`src/rtl/ipit_pkg.sv`:
```
// types, command codes and register map for the io port interval timer
// no dependencies; used by every module of the block
`timescale 1ns / 1ps
`default_nettype none

package ipit_pkg;

  // command codes carried in the cmd field
  typedef enum logic [2:0] {
    CMD_TICK   = 3'd0,
    CMD_READ   = 3'd1,
    CMD_WRITE  = 3'd2,
    CMD_PORT_A = 3'd3,
    CMD_PORT_B = 3'd4
  } cmd_e;

  // low two address bits for the port register group
  localparam logic [1:0] REG_DATA_A = 2'd0;
  localparam logic [1:0] REG_DIR_A  = 2'd1;
  localparam logic [1:0] REG_DATA_B = 2'd2;
  localparam logic [1:0] REG_DIR_B  = 2'd3;

  // address bit positions
  localparam int ADDR_SEL_BIT  = 0;  // timer vs status, edge polarity
  localparam int ADDR_GRP_BIT  = 2;  // ports vs timer group
  localparam int ADDR_LOAD_BIT = 4;  // timer load vs edge control

  localparam int PRESCALE_W = 11;
  localparam logic [7:0] READ_IDLE = 8'hFF;
  localparam logic [7:0] TIMER_WRAP = 8'hFF;
  localparam int PA7 = 7;

  // request beat
  typedef struct packed {
    logic [2:0] cmd;
    logic [4:0] address;
    logic [7:0] write_data;
    logic [7:0] set_bits;
    logic [7:0] clear_bits;
  } req_t;

  // response beat
  typedef struct packed {
    logic [7:0] read_data;
    logic [7:0] port_a_drive;
    logic [7:0] port_a_direction;
    logic [7:0] port_b_drive;
    logic [7:0] port_b_direction;
    logic       timer_expired;
    logic       edge_seen;
  } rsp_t;

  // prescale interval for a select code: 1, 8, 64, 1024
  function automatic logic [PRESCALE_W-1:0] interval_of(input logic [1:0] sel);
    logic [PRESCALE_W-1:0] r;
    case (sel)
      2'd0:    r = PRESCALE_W'(1);
      2'd1:    r = PRESCALE_W'(8);
      2'd2:    r = PRESCALE_W'(64);
      default: r = PRESCALE_W'(1024);
    endcase
    return r;
  endfunction

endpackage

`default_nettype wire

```
`src/rtl/ipit_ports.sv`:
```
// port A/B latches, direction registers, external pins and PA7 edge detector
// depends on ipit_pkg
`timescale 1ns / 1ps
`default_nettype none

module ipit_ports (
  input  wire logic          clk,
  input  wire logic          rst,
  input  wire logic          en,
  input  wire ipit_pkg::req_t item,
  output logic [7:0]         port_rd,
  output logic               edge_flag,
  output logic [7:0]         latch_a_next,
  output logic [7:0]         dir_a_next,
  output logic [7:0]         latch_b_next,
  output logic [7:0]         dir_b_next,
  output logic               edge_flag_next
);

  logic [7:0] dir_a, dir_b, latch_a, latch_b, pins_a, pins_b;
  logic [7:0] pins_a_next, pins_b_next;
  logic       edge_rising, edge_rising_next;
  logic [7:0] active;
  logic       target;

  // read value of the addressed port register
  always_comb begin
    case (item.address[1:0])
      ipit_pkg::REG_DATA_A: port_rd = (pins_a & ~dir_a) | (latch_a & dir_a);
      ipit_pkg::REG_DIR_A:  port_rd = dir_a;
      ipit_pkg::REG_DATA_B: port_rd = (pins_b & ~dir_b) | (latch_b & dir_b);
      default:              port_rd = dir_b;
    endcase
  end

  // polarity-selected pin bits for the edge detector
  assign active = edge_rising ? item.set_bits : item.clear_bits;
  assign target = edge_rising;

  // next state for one beat
  always_comb begin
    dir_a_next       = dir_a;
    dir_b_next       = dir_b;
    latch_a_next     = latch_a;
    latch_b_next     = latch_b;
    pins_a_next      = pins_a;
    pins_b_next      = pins_b;
    edge_flag_next   = edge_flag;
    edge_rising_next = edge_rising;
    case (item.cmd)
      ipit_pkg::CMD_READ: begin
        if (item.address[ipit_pkg::ADDR_GRP_BIT] && item.address[ipit_pkg::ADDR_SEL_BIT]) begin
          edge_flag_next = 1'b0;
        end
      end
      ipit_pkg::CMD_WRITE: begin
        if (!item.address[ipit_pkg::ADDR_GRP_BIT]) begin
          case (item.address[1:0])
            ipit_pkg::REG_DATA_A: latch_a_next = item.write_data;
            ipit_pkg::REG_DIR_A:  dir_a_next   = item.write_data;
            ipit_pkg::REG_DATA_B: latch_b_next = item.write_data;
            default:              dir_b_next   = item.write_data;
          endcase
        end else if (!item.address[ipit_pkg::ADDR_LOAD_BIT]) begin
          edge_rising_next = item.address[ipit_pkg::ADDR_SEL_BIT];
        end
      end
      ipit_pkg::CMD_PORT_A: begin
        // edge only counts while PA7 is an input and the pin actually moves
        if (!dir_a[ipit_pkg::PA7] && active[ipit_pkg::PA7] &&
            (pins_a[ipit_pkg::PA7] != target)) begin
          edge_flag_next = 1'b1;
        end
        pins_a_next = (pins_a & ~item.clear_bits) | item.set_bits;
      end
      ipit_pkg::CMD_PORT_B: begin
        pins_b_next = (pins_b & ~item.clear_bits) | item.set_bits;
      end
      default: begin
      end
    endcase
  end

  // state registers
  always_ff @(posedge clk) begin
    if (rst) begin
      dir_a       <= '0;
      dir_b       <= '0;
      latch_a     <= '0;
      latch_b     <= '0;
      pins_a      <= '1;
      pins_b      <= '1;
      edge_flag   <= 1'b0;
      edge_rising <= 1'b0;
    end else if (en) begin
      dir_a       <= dir_a_next;
      dir_b       <= dir_b_next;
      latch_a     <= latch_a_next;
      latch_b     <= latch_b_next;
      pins_a      <= pins_a_next;
      pins_b      <= pins_b_next;
      edge_flag   <= edge_flag_next;
      edge_rising <= edge_rising_next;
    end
  end

  // edge flag rises only on a port A update
  a_edge_src: assert property (@(posedge clk) disable iff (rst)
    $rose(edge_flag) |-> $past(en && (item.cmd == ipit_pkg::CMD_PORT_A)))
    else $error("edge flag set by a beat other than a port A update");

  // an output PA7 never sets the edge flag
  a_edge_out: assert property (@(posedge clk) disable iff (rst)
    (en && !edge_flag && dir_a[ipit_pkg::PA7]) |=> !edge_flag)
    else $error("edge flag set while PA7 is an output");

endmodule

`default_nettype wire

```
`src/rtl/ipit_timer.sv`:
```
// interval timer: prescaler, down counter and underflow flag
// depends on ipit_pkg
`timescale 1ns / 1ps
`default_nettype none

module ipit_timer (
  input  wire logic      clk,
  input  wire logic      rst,
  input  wire logic      en,
  input  wire ipit_pkg::req_t item,
  output logic [7:0]     timer_value,
  output logic           timer_flag,
  output logic           timer_flag_next
);

  logic [ipit_pkg::PRESCALE_W-1:0] prescale_count, prescale_count_next, count_inc;
  logic [1:0]                      prescale_select, prescale_select_next;
  logic [7:0]                      timer_value_next, value_dec;
  logic                            hit;

  // prescaler advance and underflow decision
  assign count_inc = prescale_count + ipit_pkg::PRESCALE_W'(1);
  assign hit       = (count_inc == ipit_pkg::interval_of(prescale_select)) || timer_flag;
  assign value_dec = timer_value - 8'd1;

  // next state for one beat
  always_comb begin
    timer_value_next     = timer_value;
    prescale_count_next  = prescale_count;
    prescale_select_next = prescale_select;
    timer_flag_next      = timer_flag;
    case (item.cmd)
      ipit_pkg::CMD_TICK: begin
        if (hit) begin
          prescale_count_next = '0;
          timer_value_next    = value_dec;
          if (value_dec == ipit_pkg::TIMER_WRAP) begin
            timer_flag_next = 1'b1;
          end
        end else begin
          prescale_count_next = count_inc;
        end
      end
      ipit_pkg::CMD_READ: begin
        // reading the count clears the flag
        if (item.address[ipit_pkg::ADDR_GRP_BIT] && !item.address[ipit_pkg::ADDR_SEL_BIT]) begin
          timer_flag_next = 1'b0;
        end
      end
      ipit_pkg::CMD_WRITE: begin
        if (item.address[ipit_pkg::ADDR_GRP_BIT] && item.address[ipit_pkg::ADDR_LOAD_BIT]) begin
          timer_value_next     = item.write_data - 8'd1;
          prescale_count_next  = '0;
          timer_flag_next      = 1'b0;
          prescale_select_next = item.address[1:0];
        end
      end
      default: begin
      end
    endcase
  end

  // state registers
  always_ff @(posedge clk) begin
    if (rst) begin
      timer_value     <= '0;
      prescale_count  <= '0;
      prescale_select <= 2'd3;
      timer_flag      <= 1'b0;
    end else if (en) begin
      timer_value     <= timer_value_next;
      prescale_count  <= prescale_count_next;
      prescale_select <= prescale_select_next;
      timer_flag      <= timer_flag_next;
    end
  end

  // underflow flag is only raised by a tick
  a_flag_src: assert property (@(posedge clk) disable iff (rst)
    $rose(timer_flag) |-> $past(en && (item.cmd == ipit_pkg::CMD_TICK)))
    else $error("timer flag set by a non-tick beat");

  // after underflow the prescaler is bypassed
  a_flag_fast: assert property (@(posedge clk) disable iff (rst)
    (en && timer_flag && (item.cmd == ipit_pkg::CMD_TICK)) |=> (prescale_count == '0))
    else $error("prescaler advanced while timer flag set");

endmodule

`default_nettype wire

```
`src/rtl/io_port_interval_timer.sv`:
```
// top level: input stage, port and timer units, result register
// depends on ipit_pkg, ipit_ports, ipit_timer
//
//  channel | handshake             | payload
//  --------+-----------------------+-------------------------------------
//  req     | req_valid / req_ready | ipit_pkg::req_t: one command beat
//  rsp     | rsp_valid / rsp_ready | ipit_pkg::rsp_t: one result per beat
//
// one beat per clock cycle sustained while rsp_ready is high; an accepted
// beat waits in the input stage, where the port and timer units update
// their state as it moves on into the result register, raising rsp_valid.
// reset (rst, synchronous) empties both stages and loads the register reset
// values. a stalled result holds the input stage; req_ready stays high while
// the input stage is empty or moving into the result register.
`timescale 1ns / 1ps
`default_nettype none

module io_port_interval_timer (
  input  wire logic      clk,
  input  wire logic      rst,
  input  wire logic      req_valid,
  output logic           req_ready,
  input  wire ipit_pkg::req_t req,
  output logic           rsp_valid,
  input  wire logic      rsp_ready,
  output ipit_pkg::rsp_t rsp
);

  logic           stg_valid;
  ipit_pkg::req_t stg_item;
  logic           advance;

  logic [7:0] port_rd;
  logic       edge_flag, edge_flag_next;
  logic [7:0] latch_a_next, dir_a_next, latch_b_next, dir_b_next;
  logic [7:0] timer_value;
  logic       timer_flag, timer_flag_next;
  logic [7:0] read_data;
  ipit_pkg::rsp_t rsp_next;

  // stage handshake
  assign advance   = stg_valid && (!rsp_valid || rsp_ready);
  assign req_ready = !stg_valid || advance;

  // input stage
  always_ff @(posedge clk) begin
    if (rst) begin
      stg_valid <= 1'b0;
    end else if (req_ready) begin
      stg_valid <= req_valid;
    end
  end

  always_ff @(posedge clk) begin
    if (req_valid && req_ready) begin
      stg_item <= req;
    end
  end

  ipit_ports u_ports (
    .clk            (clk),
    .rst            (rst),
    .en             (advance),
    .item           (stg_item),
    .port_rd        (port_rd),
    .edge_flag      (edge_flag),
    .latch_a_next   (latch_a_next),
    .dir_a_next     (dir_a_next),
    .latch_b_next   (latch_b_next),
    .dir_b_next     (dir_b_next),
    .edge_flag_next (edge_flag_next)
  );

  ipit_timer u_timer (
    .clk             (clk),
    .rst             (rst),
    .en              (advance),
    .item            (stg_item),
    .timer_value     (timer_value),
    .timer_flag      (timer_flag),
    .timer_flag_next (timer_flag_next)
  );

  // read data from the state before this beat
  always_comb begin
    read_data = ipit_pkg::READ_IDLE;
    if (stg_item.cmd == ipit_pkg::CMD_READ) begin
      if (!stg_item.address[ipit_pkg::ADDR_GRP_BIT]) begin
        read_data = port_rd;
      end else if (!stg_item.address[ipit_pkg::ADDR_SEL_BIT]) begin
        read_data = timer_value;
      end else begin
        read_data = {timer_flag, edge_flag, 6'b0};
      end
    end
  end

  // result beat
  always_comb begin
    rsp_next.read_data        = read_data;
    rsp_next.port_a_drive     = latch_a_next;
    rsp_next.port_a_direction = dir_a_next;
    rsp_next.port_b_drive     = latch_b_next;
    rsp_next.port_b_direction = dir_b_next;
    rsp_next.timer_expired    = timer_flag_next;
    rsp_next.edge_seen        = edge_flag_next;
  end

  // result register
  always_ff @(posedge clk) begin
    if (rst) begin
      rsp_valid <= 1'b0;
    end else if (advance) begin
      rsp_valid <= 1'b1;
    end else if (rsp_ready) begin
      rsp_valid <= 1'b0;
    end
  end

  always_ff @(posedge clk) begin
    if (advance) begin
      rsp <= rsp_next;
    end
  end

  // a stalled result keeps a waiting beat in the input stage
  a_hold_stage: assert property (@(posedge clk) disable iff (rst)
    (stg_valid && rsp_valid && !rsp_ready) |=> stg_valid)
    else $error("input stage dropped a beat while result stalled");

  // every beat leaving the stage shows up as a result
  a_adv_rsp: assert property (@(posedge clk) disable iff (rst)
    advance |=> rsp_valid)
    else $error("beat advanced without a result");

  // no result appears without a beat behind it
  a_rsp_src: assert property (@(posedge clk) disable iff (rst)
    $rose(rsp_valid) |-> $past(advance))
    else $error("result raised without an advancing beat");

endmodule

`default_nettype wire
```
`config.mk`:
```
export PLATFORM = sky130hd
export DESIGN_NAME = io_port_interval_timer
export DESIGN_NICKNAME = d
export VERILOG_FILES = /design/src/rtl/ipit_pkg.sv /design/src/rtl/ipit_ports.sv /design/src/rtl/ipit_timer.sv /design/src/rtl/io_port_interval_timer.sv
export SDC_FILE = /design/constraint.sdc
export NUM_CORES = 1
export LEC_CHECK = 0
export BUFFER_PORTS_ARGS = -buffer_cell sky130_fd_sc_hd__buf_2
export CAP_MARGIN = 0
export CORE_MARGIN = 2
export CORE_UTILIZATION = 42
export DETAILED_ROUTE_END_ITERATION = 10
export HOLD_SLACK_MARGIN = 0.1
export PLACE_DENSITY = 0.65
export SYNTH_ARGS = -nofsm -noshare
export SYNTH_HDL_FRONTEND = slang
export SYNTH_SLANG_ARGS = --single-unit
```
`constraint.sdc`:
```
create_clock -name clk -period 8.9 [get_ports clk]
set_input_delay 2.225 -clock clk [delete_from_list [all_inputs] [get_ports clk]]
set_output_delay 2.225 -clock clk [all_outputs]
set_load 0.02 [all_outputs]
```
==> qor.csv <==
stage,metric,value,unit
status,status,finished clean,
worst_setup_path,cp-end-kind,primary output,
global_routing,grt.total_usage,19.9,%
global_routing,antenna_found_initial,0,
die,start_util,42.6,%
yosys,ys_warn_count,0,
die,die-area,17000,um2
worst_setup_path,critical_path_class,in2out,
cts,tritoncts,built,
worst_setup_path,crit_end,req_ready,
drt,firstDrtPassIters,5,
yosys,ys_seq_area_share,54.7,%
timing,worst_pin_slew,771,ps
drt,drc,0,
power,cellPowerDensity,203,nW/um2
worst_setup_path,path_max_fanout,3,
yosys,synthesis.nets,685,
drt,routedWlPerCell,17.4,um
global_routing,grt_pass1_wl,25600,um
global_routing,grt_max_degree,68,
timing,period_share,55.9,%
drt,ant_nets,0,
finish,nets,747,
timing,rsz0062_at_grt,no,
cts,cts.sink_count,147,
finish,final_cell_mix,"80 x nand2_1, 78 x buf_2, 74 x dfxtp_1, 73 x edfxtp_1, 55 x o21ai_0",
yosys,syn_inst,646,
yosys,syn_area_per_cell,10.4,um2
drt,drt_iter0_drc,504,
yosys,ys.flop_type,dfxtp_1,
timing,finalHoldViolCount,0,
timing,final-setup-viol-count,0,
power,power.switching,0.347,mW
power,seqPwrFrac,46.4,%
timing,slew_violations,0,
cts,htreeDepth,4,
cts,clock_path_buffers,2,
place,portBuffers,78,
timing,relSlewSlack,48.4,%
worst_setup_path,r2r-start,stg_item[29]$_DFFE_PP_,
power,power_leakage,2.99,nW
worst_setup_path,reg2reg_slack,5970,ps
finish,diodes,0,
worst_setup_path,reg2reg_depth,7,
yosys,synth_cell_types,63,
flow_run,cap_violations,0,
power,total_power,1.60,mW
die,fp.dieH,130,um
hold_path,min_path_type,reg2reg,
worst_setup_path,critPathLaunch,rsp_ready,
drt,wl,16300,um
yosys,synth-seq-cells,147,
cts,post_cts_resized,0,
die,rows,46,
timing,setup_tns,0,ps
yosys,syn-cell-area,6720,um2
cts,hold_buffers,0,
cts,root_buffer,clkbuf_16,
power,sw_frac_of_total,21.6,%
cts,cts_buffers,17,
cts,cts_setup_buffers,0,
cts,clkLatencyLatePin,420,ps
yosys,async_flop_share,0,%
finish,drive_gt1_share,23.1,%
global_routing,grt-ovfl-total,0,
global_routing,grt_pass1_vias,4865,
cts,clkTransAtPathRegs,60,ps
finish,syn_to_final_growth,17.6,%
place,hpwl,11100,um
drt,num_vias,5144,
finish,final_common_cell,nand2_1,
die,ioPinCount,80,
power,comb_power_share,4.8,%
power,p_clk_share,48.7,%
yosys,synth_edf_count,73,
worst_setup_path,cp_data_required_time,6680,ps
timing,skew,9.91,ps
worst_setup_path,startpoint_type,primary input,
worst_setup_path,timing.rr.end,u_ports.dir_a[3]$_SDFFE_PP0P_,
place,gp_congestion,0.942,
power,irDropWorstVdd,0.000160,V
timing,fin_crit,4970,ps
die,core_area,15800,um2
power,p_int,1.26,mW
worst_setup_path,arrival,2750,ps
drt,avgViaCountPerCell,5.50,
timing,max_freq,201,MHz
die,dieWidth,130,um
## metal layers
layer | vias to the layer above | GRT usage, % | part of all wire, % | wire length, um
met2 | 179 | 31.2 | 46 | 7530
met1 | 2451 | 26.8 | 45 | 7290
li1 | 2490 | - | - | -
met4 | 0 | 7.63 | 2.4 | 395
met3 | 24 | 4.89 | 6.6 | 1080
met5 | - | 0 | 0 | 0
## critical path, cell delays in order
cell     delay [ps]
buf_2           100
nor2b_1         170
nand2_1          90
buf_2           160
## power groups by stage
stage / Combinational (mW) / Sequential, mW / Clock (mW)
2_1_floorplan: 0.0485 / 0.755 / 0
3_3_place_gp: 0.0764 / 0.758 / 0
3_5_place_dp: 0.0779 / 0.758 / 0
4_1_cts: 0.0783 / 0.744 / 0.788
5_1_grt: 0.0857 / 0.746 / 0.819
6_report: 0.0778 / 0.745 / 0.782
## cell usage after synthesis (2+ instances only)
library cell	number	share of area (%)
buf_2	2	0.15
nand4_4	3	0.95
buf_6	3	0.50
a22oi_1	2	0.22
dfxtp_1	74	22
clkbuf_1	35	2.0
inv_1	17	0.95
mux2i_1	18	2.7
o211ai_1	14	1.6
nor2b_1	3	0.28
and3_2	2	0.22
a31oi_1	9	0.84
and3_1	3	0.28
o311ai_0	6	0.78
nand4_1	2	0.19
xnor2_1	7	0.91
nor3_1	11	0.82
nor2_2	2	0.19
nand2_1	80	4.5
nor4_1	3	0.28
a221o_1	16	2.4
or4_1	2	0.22
mux2_2	28	4.7
edfxtp_1	73	33
buf_1	2	0.11
o22ai_1	2	0.19
a22o_1	3	0.39
and2_1	4	0.37
xor2_1	4	0.52
o32ai_1	4	0.52
nand2b_1	16	1.5
nand3_1	18	1.3
nand3b_1	7	0.78
nor2_1	41	2.3
a21oi_1	46	3.4
ha_1	3	0.56
o21ai_0	55	4.1
## registers in the layout (all words and copies together), names as in the netlist, 8 cells and up
register                cells
u_timer.timer_value         8
u_ports.latch_b             8
u_ports.latch_a             8
rsp                        42
u_timer.prescale_count     11
u_ports.pins_a              8
u_ports.dir_b               8
u_ports.pins_b              8
stg_item                   31
u_ports.dir_a               8
## how the worst min path moves through the flow
| stage | cells after the start | end | from |
|---|---|---|---|
| 6_report | 2 | u_ports.latch_a[3]$_SDFFE_PP0P_ | u_ports.latch_a[3]$_SDFFE_PP0P_ |
| 5_1_grt | 2 | u_ports.latch_a[0]$_SDFFE_PP0P_ | u_ports.latch_a[0]$_SDFFE_PP0P_ |
| 4_1_cts | 2 | u_ports.latch_a[3]$_SDFFE_PP0P_ | u_ports.latch_a[3]$_SDFFE_PP0P_ |
| 3_5_place_dp | 2 | u_ports.latch_a[3]$_SDFFE_PP0P_ | u_ports.latch_a[3]$_SDFFE_PP0P_ |
| 3_3_place_gp | 2 | u_ports.latch_a[0]$_SDFFE_PP0P_ | u_ports.latch_a[0]$_SDFFE_PP0P_ |
| 2_1_floorplan | 2 | u_ports.latch_a[0]$_SDFFE_PP0P_ | u_ports.latch_a[0]$_SDFFE_PP0P_ |
## logic make-up (layout without fill, tap and decap cells)
kind of cell | count (synthesis) | after routing | share of synthesized area, %
buffers and inverters | 61 | 135 | 3.84
xor gates and xnor gates | 11 | 11 | 1.43
adders and majority gates | 3 | 3 | 0.559
DFF | 147 | 147 | 54.7
AOI/OAI and AO/OA | 170 | 170 | 16.3
and+or+nand+nor | 208 | 208 | 15.8
muxes | 46 | 46 | 7.38
## per-stage QoR
| step | instance area [um2] | cells | hold WS (ps) | setup WS, ps | utilization, % |
|---|---|---|---|---|---|
| finish | 7900 | 936 | 470 | 3930 | 50.1 |
| global route | 7900 | 936 | 495 | 3890 | 50.1 |
| CTS | 7900 | 936 | 473 | 3920 | 50.1 |
| detailed placement | 7250 | 905 | 464 | 3920 | 46.0 |
| global placement | 7250 | 905 | 459 | 3950 | 46.0 |
| floorplan | 6720 | 646 | 443 | 4120 | - |
## final cells by class
type | instances | area (um2)
Clock inverter | 12 | 204
Inverter | 18 | 67.6
Multi-Input combinational cell | 438 | 2790
Timing Repair Buffer | 86 | 450
Sequential cell | 147 | 3670
Tap cell | 216 | 270
Clock buffer | 19 | 443
Fill cell | 1463 | 7870
No activity file was read; power rests on OpenSTA's default activity.
